==> config.mk <==
export PLATFORM = sky130hd
export DESIGN_NAME = reliable_udp_ack_tracker_top
export DESIGN_NICKNAME = d
export VERILOG_FILES = /design/src/sv/rudp_pkg.sv /design/src/sv/rudp_ram.sv /design/src/sv/reliable_udp_ack_tracker_top.sv
export SDC_FILE = /design/constraint.sdc
export NUM_CORES = 2
export LEC_CHECK = 0
export BUFFER_PORTS_ARGS = -buffer_cell sky130_fd_sc_hd__buf_2
export CAP_MARGIN = 20
export CORE_MARGIN = 2
export CORE_UTILIZATION = 45
export CTS_CLUSTER_DIAMETER = 100
export DETAILED_ROUTE_END_ITERATION = 16
export MAX_ROUTING_LAYER = met4
export SYNTH_ARGS = -nofsm -noshare
export SYNTH_HDL_FRONTEND = slang
export SYNTH_SLANG_ARGS = --single-unit
==> constraint.sdc <==
create_clock -name clk -period 15.85 [get_ports clk]
set_input_delay 3.17 -clock clk [delete_from_list [all_inputs] [get_ports clk]]
set_output_delay 3.17 -clock clk [all_outputs]
set_load 0.01 [all_outputs]
==> src/sv/rudp_pkg.sv <==
`default_nettype none
package rudp_pkg;

  localparam int HISTORY_SLOTS_DEF = 32;
  localparam int WINDOW            = 32;

  localparam logic [1:0] REQ_SEND_UNREL = 2'd0;
  localparam logic [1:0] REQ_SEND_REL   = 2'd1;
  localparam logic [1:0] REQ_RECEIVE    = 2'd2;

  localparam logic [1:0] KIND_SEND_STAMP = 2'd0;
  localparam logic [1:0] KIND_RESEND     = 2'd1;
  localparam logic [1:0] KIND_RX_DONE    = 2'd2;

  typedef enum logic [1:0] {
    ST_IDLE,
    ST_SEARCH,
    ST_WALK
  } rudp_state_t;

endpackage
`default_nettype wire

==> src/sv/rudp_ram.sv <==
`default_nettype none
module rudp_ram #(
  parameter int WIDTH  = 32,
  parameter int DEPTH  = 32,
  parameter int ADDR_W = (DEPTH > 1) ? $clog2(DEPTH) : 1
) (
  input  wire logic              clk,
  input  wire logic              wr_en,
  input  wire logic [ADDR_W-1:0] wr_addr,
  input  wire logic [WIDTH-1:0]  wr_data,
  input  wire logic              rd_en,
  input  wire logic [ADDR_W-1:0] rd_addr,
  output logic      [WIDTH-1:0]  rd_data
);

  logic [WIDTH-1:0] mem [DEPTH];

  always_ff @(posedge clk) begin
    if (wr_en) begin
      mem[wr_addr] <= wr_data;
    end
    if (rd_en) begin
      rd_data <= mem[rd_addr];
    end
  end

endmodule
`default_nettype wire

==> src/sv/reliable_udp_ack_tracker_top.sv <==
`default_nettype none
// Sequence/ack-bitfield reliability endpoint. Assert start with a request while
// busy is low; the request is taken on that edge. Every result appears for a
// single cycle with out_valid high and must be captured then, since the block
// cannot be held off; out_last marks the final result of a request. An
// unreliable send returns its stamp in the cycle after the transfer. A reliable
// send scans the slot valid bits one per cycle for the lowest free slot and
// reports a full history if none is free. A receive walks the history one slot
// per cycle through the slot sequence RAM (registered read), counting drops in
// the same pass. Any resend orders are issued one per cycle during the walk.
// Request code 3 is accepted and ignored.
module reliable_udp_ack_tracker_top
  import rudp_pkg::*;
#(
  parameter int HISTORY_SLOTS = HISTORY_SLOTS_DEF
) (
  input  wire logic        clk,
  input  wire logic        rst_n,
  input  wire logic        start,
  output logic             busy,
  input  wire logic [1:0]  in_req_type,
  input  wire logic [31:0] in_rx_sequence,
  input  wire logic [31:0] in_rx_ack,
  input  wire logic [31:0] in_rx_ack_bits,
  output logic             out_valid,
  output logic [1:0]       out_result_kind,
  output logic [31:0]      out_sequence,
  output logic [31:0]      out_ack,
  output logic [31:0]      out_ack_bits,
  output logic [4:0]       out_slot_index,
  output logic             out_history_full,
  output logic [5:0]       out_dropped_count,
  output logic [5:0]       out_window_count,
  output logic             out_last
);

  localparam int SLOT_W   = (HISTORY_SLOTS > 1) ? $clog2(HISTORY_SLOTS) : 1;
  localparam int WALK_LEN = (HISTORY_SLOTS > WINDOW) ? HISTORY_SLOTS : WINDOW;
  localparam int CNT_W    = $clog2(WALK_LEN + 1);
  localparam logic [CNT_W-1:0] SLOTS_C  = CNT_W'(HISTORY_SLOTS);
  localparam logic [CNT_W-1:0] WALK_C   = CNT_W'(WALK_LEN);
  localparam logic [CNT_W-1:0] WINDOW_C = CNT_W'(WINDOW);

  rudp_state_t state_r, state_nxt;

  logic [31:0]              local_seq_r,  local_seq_nxt;
  logic [31:0]              remote_seq_r, remote_seq_nxt;
  logic [31:0]              ack_bits_r,   ack_bits_nxt;
  logic [HISTORY_SLOTS-1:0] slot_valid_r, slot_valid_nxt;
  logic [CNT_W-1:0]         cnt_r,        cnt_nxt;
  logic                     pipe_vld_r,   pipe_vld_nxt;
  logic [SLOT_W-1:0]        pipe_idx_r,   pipe_idx_nxt;
  logic [31:0]              next_seq_r,   next_seq_nxt;
  logic [31:0]              rack_r,       rack_nxt;
  logic [31:0]              rbits_r,      rbits_nxt;
  logic [5:0]               window_r,     window_nxt;
  logic [5:0]               dropped_r,    dropped_nxt;

  logic        out_valid_r,   out_valid_nxt;
  logic [1:0]  out_kind_r,    out_kind_nxt;
  logic [31:0] out_seq_r,     out_seq_nxt;
  logic [31:0] out_ack_r,     out_ack_nxt;
  logic [31:0] out_bits_r,    out_bits_nxt;
  logic [4:0]  out_slot_r,    out_slot_nxt;
  logic        out_full_r,    out_full_nxt;
  logic [5:0]  out_drop_r,    out_drop_nxt;
  logic [5:0]  out_win_r,     out_win_nxt;
  logic        out_last_r,    out_last_nxt;

  logic              ram_wr_en;
  logic [SLOT_W-1:0] ram_wr_addr;
  logic [31:0]       ram_wr_data;
  logic              ram_rd_en;
  logic [31:0]       ram_rd_data;

  logic              accept;
  logic [31:0]       rx_diff;
  logic              rx_newer;
  logic [31:0]       ack_delta;
  logic              too_old;
  logic              acked;
  logic [SLOT_W-1:0] cnt_slot;

  assign accept    = start && (state_r == ST_IDLE);
  assign rx_diff   = in_rx_sequence - remote_seq_r;
  assign rx_newer  = (rx_diff != 32'd0) && !rx_diff[31];
  assign cnt_slot  = cnt_r[SLOT_W-1:0];

  // history slot under evaluation, data from the RAM read issued last cycle
  assign ack_delta = rack_r - ram_rd_data;
  assign too_old   = (rack_r >= 32'(WINDOW)) && ((rack_r - 32'(WINDOW)) >= ram_rd_data);
  assign acked     = (ack_delta < 32'(WINDOW)) && rbits_r[ack_delta[4:0]];

  rudp_ram #(
    .WIDTH (32),
    .DEPTH (HISTORY_SLOTS),
    .ADDR_W(SLOT_W)
  ) u_slot_seq (
    .clk    (clk),
    .wr_en  (ram_wr_en),
    .wr_addr(ram_wr_addr),
    .wr_data(ram_wr_data),
    .rd_en  (ram_rd_en),
    .rd_addr(cnt_slot),
    .rd_data(ram_rd_data)
  );

  always_comb begin
    state_nxt = state_r;
    unique case (state_r)
      ST_IDLE: begin
        if (accept) begin
          if (in_req_type == REQ_SEND_REL) begin
            state_nxt = ST_SEARCH;
          end else if (in_req_type == REQ_RECEIVE) begin
            state_nxt = ST_WALK;
          end
        end
      end
      ST_SEARCH: begin
        if (!slot_valid_r[cnt_slot] || (cnt_r == SLOTS_C - CNT_W'(1))) begin
          state_nxt = ST_IDLE;
        end
      end
      ST_WALK: begin
        if ((cnt_r == WALK_C) && !pipe_vld_r) begin
          state_nxt = ST_IDLE;
        end
      end
      default: state_nxt = ST_IDLE;
    endcase
  end

  always_comb begin
    local_seq_nxt  = local_seq_r;
    remote_seq_nxt = remote_seq_r;
    ack_bits_nxt   = ack_bits_r;
    slot_valid_nxt = slot_valid_r;
    cnt_nxt        = cnt_r;
    pipe_vld_nxt   = 1'b0;
    pipe_idx_nxt   = pipe_idx_r;
    next_seq_nxt   = next_seq_r;
    rack_nxt       = rack_r;
    rbits_nxt      = rbits_r;
    window_nxt     = window_r;
    dropped_nxt    = dropped_r;

    ram_wr_en   = 1'b0;
    ram_wr_addr = cnt_slot;
    ram_wr_data = local_seq_r;
    ram_rd_en   = 1'b0;

    out_valid_nxt = 1'b0;
    out_kind_nxt  = KIND_SEND_STAMP;
    out_seq_nxt   = local_seq_r;
    out_ack_nxt   = remote_seq_r;
    out_bits_nxt  = ack_bits_r;
    out_slot_nxt  = 5'd0;
    out_full_nxt  = 1'b0;
    out_drop_nxt  = 6'd0;
    out_win_nxt   = 6'd0;
    out_last_nxt  = 1'b1;

    unique case (state_r)
      ST_IDLE: begin
        cnt_nxt     = '0;
        dropped_nxt = 6'd0;
        if (accept) begin
          unique case (in_req_type)
            REQ_SEND_UNREL: begin
              local_seq_nxt = local_seq_r + 32'd1;
              out_valid_nxt = 1'b1;
              out_seq_nxt   = local_seq_r + 32'd1;
            end
            REQ_SEND_REL: begin
              local_seq_nxt = local_seq_r + 32'd1;
            end
            REQ_RECEIVE: begin
              rack_nxt     = in_rx_ack;
              rbits_nxt    = in_rx_ack_bits;
              next_seq_nxt = local_seq_r;
              window_nxt   = 6'd0;
              if (rx_newer) begin
                remote_seq_nxt = in_rx_sequence;
                ack_bits_nxt   = ((rx_diff >= 32'(WINDOW)) ? 32'd0
                                  : (ack_bits_r << rx_diff[4:0])) | 32'd1;
                window_nxt     = (in_rx_ack < 32'(WINDOW)) ? in_rx_ack[5:0]
                                                           : 6'(WINDOW);
              end
            end
            default: ;
          endcase
        end
      end
      ST_SEARCH: begin
        if (!slot_valid_r[cnt_slot]) begin
          slot_valid_nxt[cnt_slot] = 1'b1;
          ram_wr_en     = 1'b1;
          out_valid_nxt = 1'b1;
          out_slot_nxt  = 5'(cnt_slot);
        end else if (cnt_r == SLOTS_C - CNT_W'(1)) begin
          out_valid_nxt = 1'b1;
          out_full_nxt  = 1'b1;
        end else begin
          cnt_nxt = cnt_r + CNT_W'(1);
        end
      end
      ST_WALK: begin
        if (cnt_r < WALK_C) begin
          cnt_nxt = cnt_r + CNT_W'(1);
          if (cnt_r < SLOTS_C) begin
            ram_rd_en    = 1'b1;
            pipe_vld_nxt = slot_valid_r[cnt_slot];
            pipe_idx_nxt = cnt_slot;
          end
          // drop count: one bit of the partner window per cycle
          if ((cnt_r < WINDOW_C) && (cnt_r < CNT_W'(window_r)) && !rbits_r[cnt_r[4:0]]) begin
            dropped_nxt = dropped_r + 6'd1;
          end
        end
        if (pipe_vld_r) begin
          if (too_old) begin
            next_seq_nxt  = next_seq_r + 32'd1;
            ram_wr_en     = 1'b1;
            ram_wr_addr   = pipe_idx_r;
            ram_wr_data   = next_seq_r + 32'd1;
            out_valid_nxt = 1'b1;
            out_kind_nxt  = KIND_RESEND;
            out_seq_nxt   = next_seq_r + 32'd1;
            out_slot_nxt  = 5'(pipe_idx_r);
            out_last_nxt  = 1'b0;
          end else if (acked) begin
            slot_valid_nxt[pipe_idx_r] = 1'b0;
          end
        end else if (cnt_r == WALK_C) begin
          local_seq_nxt = next_seq_r;
          out_valid_nxt = 1'b1;
          out_kind_nxt  = KIND_RX_DONE;
          out_seq_nxt   = next_seq_r;
          out_drop_nxt  = dropped_r;
          out_win_nxt   = window_r;
        end
      end
      default: ;
    endcase
  end

  always_ff @(posedge clk) begin
    if (!rst_n) begin
      state_r      <= ST_IDLE;
      local_seq_r  <= 32'd0;
      remote_seq_r <= 32'd0;
      ack_bits_r   <= 32'd0;
      slot_valid_r <= '0;
      cnt_r        <= '0;
      pipe_vld_r   <= 1'b0;
      dropped_r    <= 6'd0;
      out_valid_r  <= 1'b0;
    end else begin
      state_r      <= state_nxt;
      local_seq_r  <= local_seq_nxt;
      remote_seq_r <= remote_seq_nxt;
      ack_bits_r   <= ack_bits_nxt;
      slot_valid_r <= slot_valid_nxt;
      cnt_r        <= cnt_nxt;
      pipe_vld_r   <= pipe_vld_nxt;
      dropped_r    <= dropped_nxt;
      out_valid_r  <= out_valid_nxt;
    end
  end

  always_ff @(posedge clk) begin
    pipe_idx_r <= pipe_idx_nxt;
    next_seq_r <= next_seq_nxt;
    rack_r     <= rack_nxt;
    rbits_r    <= rbits_nxt;
    window_r   <= window_nxt;
    out_kind_r <= out_kind_nxt;
    out_seq_r  <= out_seq_nxt;
    out_ack_r  <= out_ack_nxt;
    out_bits_r <= out_bits_nxt;
    out_slot_r <= out_slot_nxt;
    out_full_r <= out_full_nxt;
    out_drop_r <= out_drop_nxt;
    out_win_r  <= out_win_nxt;
    out_last_r <= out_last_nxt;
  end

  assign busy              = (state_r != ST_IDLE);
  assign out_valid         = out_valid_r;
  assign out_result_kind   = out_kind_r;
  assign out_sequence      = out_seq_r;
  assign out_ack           = out_ack_r;
  assign out_ack_bits      = out_bits_r;
  assign out_slot_index    = out_slot_r;
  assign out_history_full  = out_full_r;
  assign out_dropped_count = out_drop_r;
  assign out_window_count  = out_win_r;
  assign out_last          = out_last_r;

endmodule
`default_nettype wire
==> results list <==
- The run finished with clean final reports.
- At the end of the flow, the number of nets in the layout was 4828.
- Adding up every negative setup slack in the final design gives 0 ns.
* Type of origin of the critical path: flip-flop
- Dividing total power by cell area gives a power density of 127 nW/um2.
- By area the synthesized netlist is led by edfxtp_1 (56%), mux4_2 (9.9%), dfxtp_1 (8.4%).
- Hold Fails Final Rpt: 0
- When the netlist entered floorplanning its net count stood at 4613.
- CTS placed an instance of clkbuf_16 at the clock tree root.
* Area of combinational cells with multiple inputs: 21200 um2
* FMAX: 130 MHz
- For this design the static power due to leakage is 23.3 nW.
- List of most frequent post-synthesis cells: edfxtp_1 (1163), nand2_1 (370), nor2_1 (299), mux4_2 (275), dfxtp_1 (261)
- Across the run, the number of max-cap violations was 0.
- Registers take 40200 um2.
- Estimated wirelength of the detail-placed design: 111 mm
* Global placement routability congestion: 0.913
* Number of global-route vias before repair: 38113
* Die Width: 376 um
- The design draws 9.06 mW.
- Smallest setup slack after layout: 8.17 ns
- Row Count: 136
* Final worst-path cycle share: 0.484
* Antenna-violating nets left: 0
* Skew-Pair Late Insertion Delay: 0.81 ns
* Number of hold-repair buffers added at the cts stage: 0
- DRC: 0
- After clock tree synthesis, the clock-pin slew on the worst setup and hold paths is 0.06 ns.
- Core area: 137000 um2
- Of the post-synthesis cell area, the dominant cell type holds 0.560.
* 1st-pass router iterations: 6
* Clock Skews: 0.0586 ns
- Post-placement setup slack: 8.20 ns
- Synthesis produced 4404 cells.
* Maximum level of the CTS H-tree: 4
- Summed instance area of the synthesized netlist: 62300 um2
* Leading register cell type out of synthesis: edfxtp_1
- Fraction of layout instances using a drive strength above 1: 0.204
* Final max-slew violation count: 0
- Setup violations remaining at the end of the flow were counted as 0.
- After detailed routing, the total wire length is 174 mm.
- Yosys cell types: 77
- In this run, post-CTS repair resized a total of 0 instances.
- The first routing iteration left 4387 violations.
* Setup repair after global routing missed its margin: no
* Average vias per placed instance: 6.05
* Filler cells: 11602
* Instance area at placement: 66100 um2
* Worst-path maximum fanout: 63
- Vias post-DR: 39571
- Maximum clock path buffer count: 3
* Count leader, synth: edfxtp_1
- The number of antenna violations at the first check in global routing was 19.
- Grt total ovfl: 0
* Routed length per placed instance: 26.5 um
- From synthesis to final layout, the design area changed by 14.0%.
- GR Util All Layers: 0.250
- First-pass GRT wire length: 255 mm
- Average instance area after synthesis: 14.2 um2
- The worst-case IR drop observed on VDD is 0.104 mV.
- Buffers inserted during clock tree synthesis total 148.
* Number of enable flip-flop cells after synthesis: 1163
* Clock net sink count: 1424
* Clock tree from TritonCTS: yes
- Counting I/O delays and the setup requirement, the final critical path takes 7.68 ns.
* Sort of element at the end of the critical path: flip-flop
- Crit path required time: 16.30 ns
- The synthesized design spends more area on one cell type than any other, namely edfxtp_1.
* Max-Slew Margin vs Limit: 0.231
* Min-delay worst type: flip-flop to flip-flop
- Sequential share of the synthesized area: 0.644
- During placement, the flow inserted port buffers numbering 219.
- Hold is met by 0.363 ns.
- Slew at the pin closest to its max-slew limit: 1.15 ns
* Effective utilization at floorplan: 0.453
- Of all flip-flops after synthesis, the portion carrying an async set or reset was 0.
- Final instance area: 71100 um2
- In this run the vertical extent of the chip is 376 um.
- Entering global routing, the biggest net connects 125 pins.
* Total of warnings raised by yosys: 0
- Top-level I/O count: 220
- Data on the critical path arrives at its endpoint at 8.13 ns.
- Total of flip-flops plus latches after synthesis: 1424
* Die outline area: 141000 um2
* Post-CTS Setup Bufs: 0
- By startpoint and endpoint, the worst setup path is classified as flip-flop to flip-flop.
[routing by layer]
layer  wire length [um]  track usage  vias to the layer above
li1                   -            -                    17554
met1              74400        0.344                    20191
met2              82700        0.391                     1584
met3              12200       0.0369                      242
met4               4310       0.0692                        0
met5                  0            -                        -
[final cells by class]
| type | instances | share of cell area |
|---|---|---|
| Clock inverter | 89 | 0.0132 |
| Timing Repair Buffer | 336 | 0.0300 |
| Clock buffer | 182 | 0.0546 |
| Antenna cell | 8 | 0.000282 |
| Inverter | 130 | 0.00687 |
| Tap cell | 1794 | 0.0316 |
| Sequential cell | 1424 | 0.565 |
| Multi-Input combinational cell | 2579 | 0.298 |
[report_power, final]
part	switching (mW)	internal, mW
logic	0.820	0.462
clock network	1.49	1.95
registers	0.0937	4.24
total	2.41	6.65
[worst paths after layout]
kind,startpoint,end,slack [ns],cells after the start
setup / recovery,rack_r[12],u_slot_seq.mem[9][0],8.17,22
hold / removal,ack_bits_r[31],out_ack_bits[31],0.36,0
setup reg to reg,rack_r[12],u_slot_seq.mem[9][0],8.17,22
hold reg to reg,ack_bits_r[31],out_ack_bits[31],0.36,0
[worst max-delay path: stages, from the launching register on]
cell and delay, ns:
edfxtp_1 0.48, or4_1 0.59, or3_1 0.38, or3_1 0.35
nor4_1 0.57, nand2b_1 0.19, nor3_1 0.20, xor2_1 0.18
ha_1 0.26, a211oi_1 0.23, o21ai_0 0.12, o211ai_1 0.09
a21oi_1 0.13, o31ai_4 0.31, nor2_1 0.08, buf_4 0.22
inv_2 0.06, buf_4 0.68, and3_1 0.30, o21ai_0 0.08
or2_1 0.52, nor2_4 0.80, buf_4 0.47
[per-stage QoR]
step            util  std cells
2_1_floorplan      -       4404
3_3_place_gp   0.480       6250
3_5_place_dp   0.481       6255
4_1_cts        0.516       6526
5_1_grt        0.517       6541
6_report       0.517       6542
[registers in the layout (all words and copies together) (netlist names), 32 cells and up]
register and flops:
out_ack_nxt 32, out_ack_bits 32, next_seq_r 32, u_slot_seq.rd_data 32
local_seq_r 32, slot_valid_r 32, out_ack 32, out_sequence 32
rack_r 32, rbits_r 32, ack_bits_r 32, u_slot_seq.mem 1024
[cell usage in the layout, fill, tap and decap left out, drive strengths merged, types with 140 or more instances in the layout]
| cell | count |
|---|---|
| edfxtp | 1163 |
| nor2 | 299 |
| o21ai | 236 |
| dfxtp | 261 |
| inv | 140 |
| nand2 | 370 |
| a21oi | 224 |
| clkbuf | 182 |
| mux2i | 144 |
| buf | 336 |
| mux4 | 275 |
[kinds of logic after synthesis]
kind of cell               Yosys count  synth area share
AOI/OAI and AO/OA                  850            0.0859
adders and majority gates          108            0.0219
and+or+nand+nor                   1046            0.0774
DFF                               1424             0.644
xor gates and xnor gates           118            0.0166
buffers and inverters              401            0.0246
muxes                              457             0.129
(Power assumes the default switching activity.)
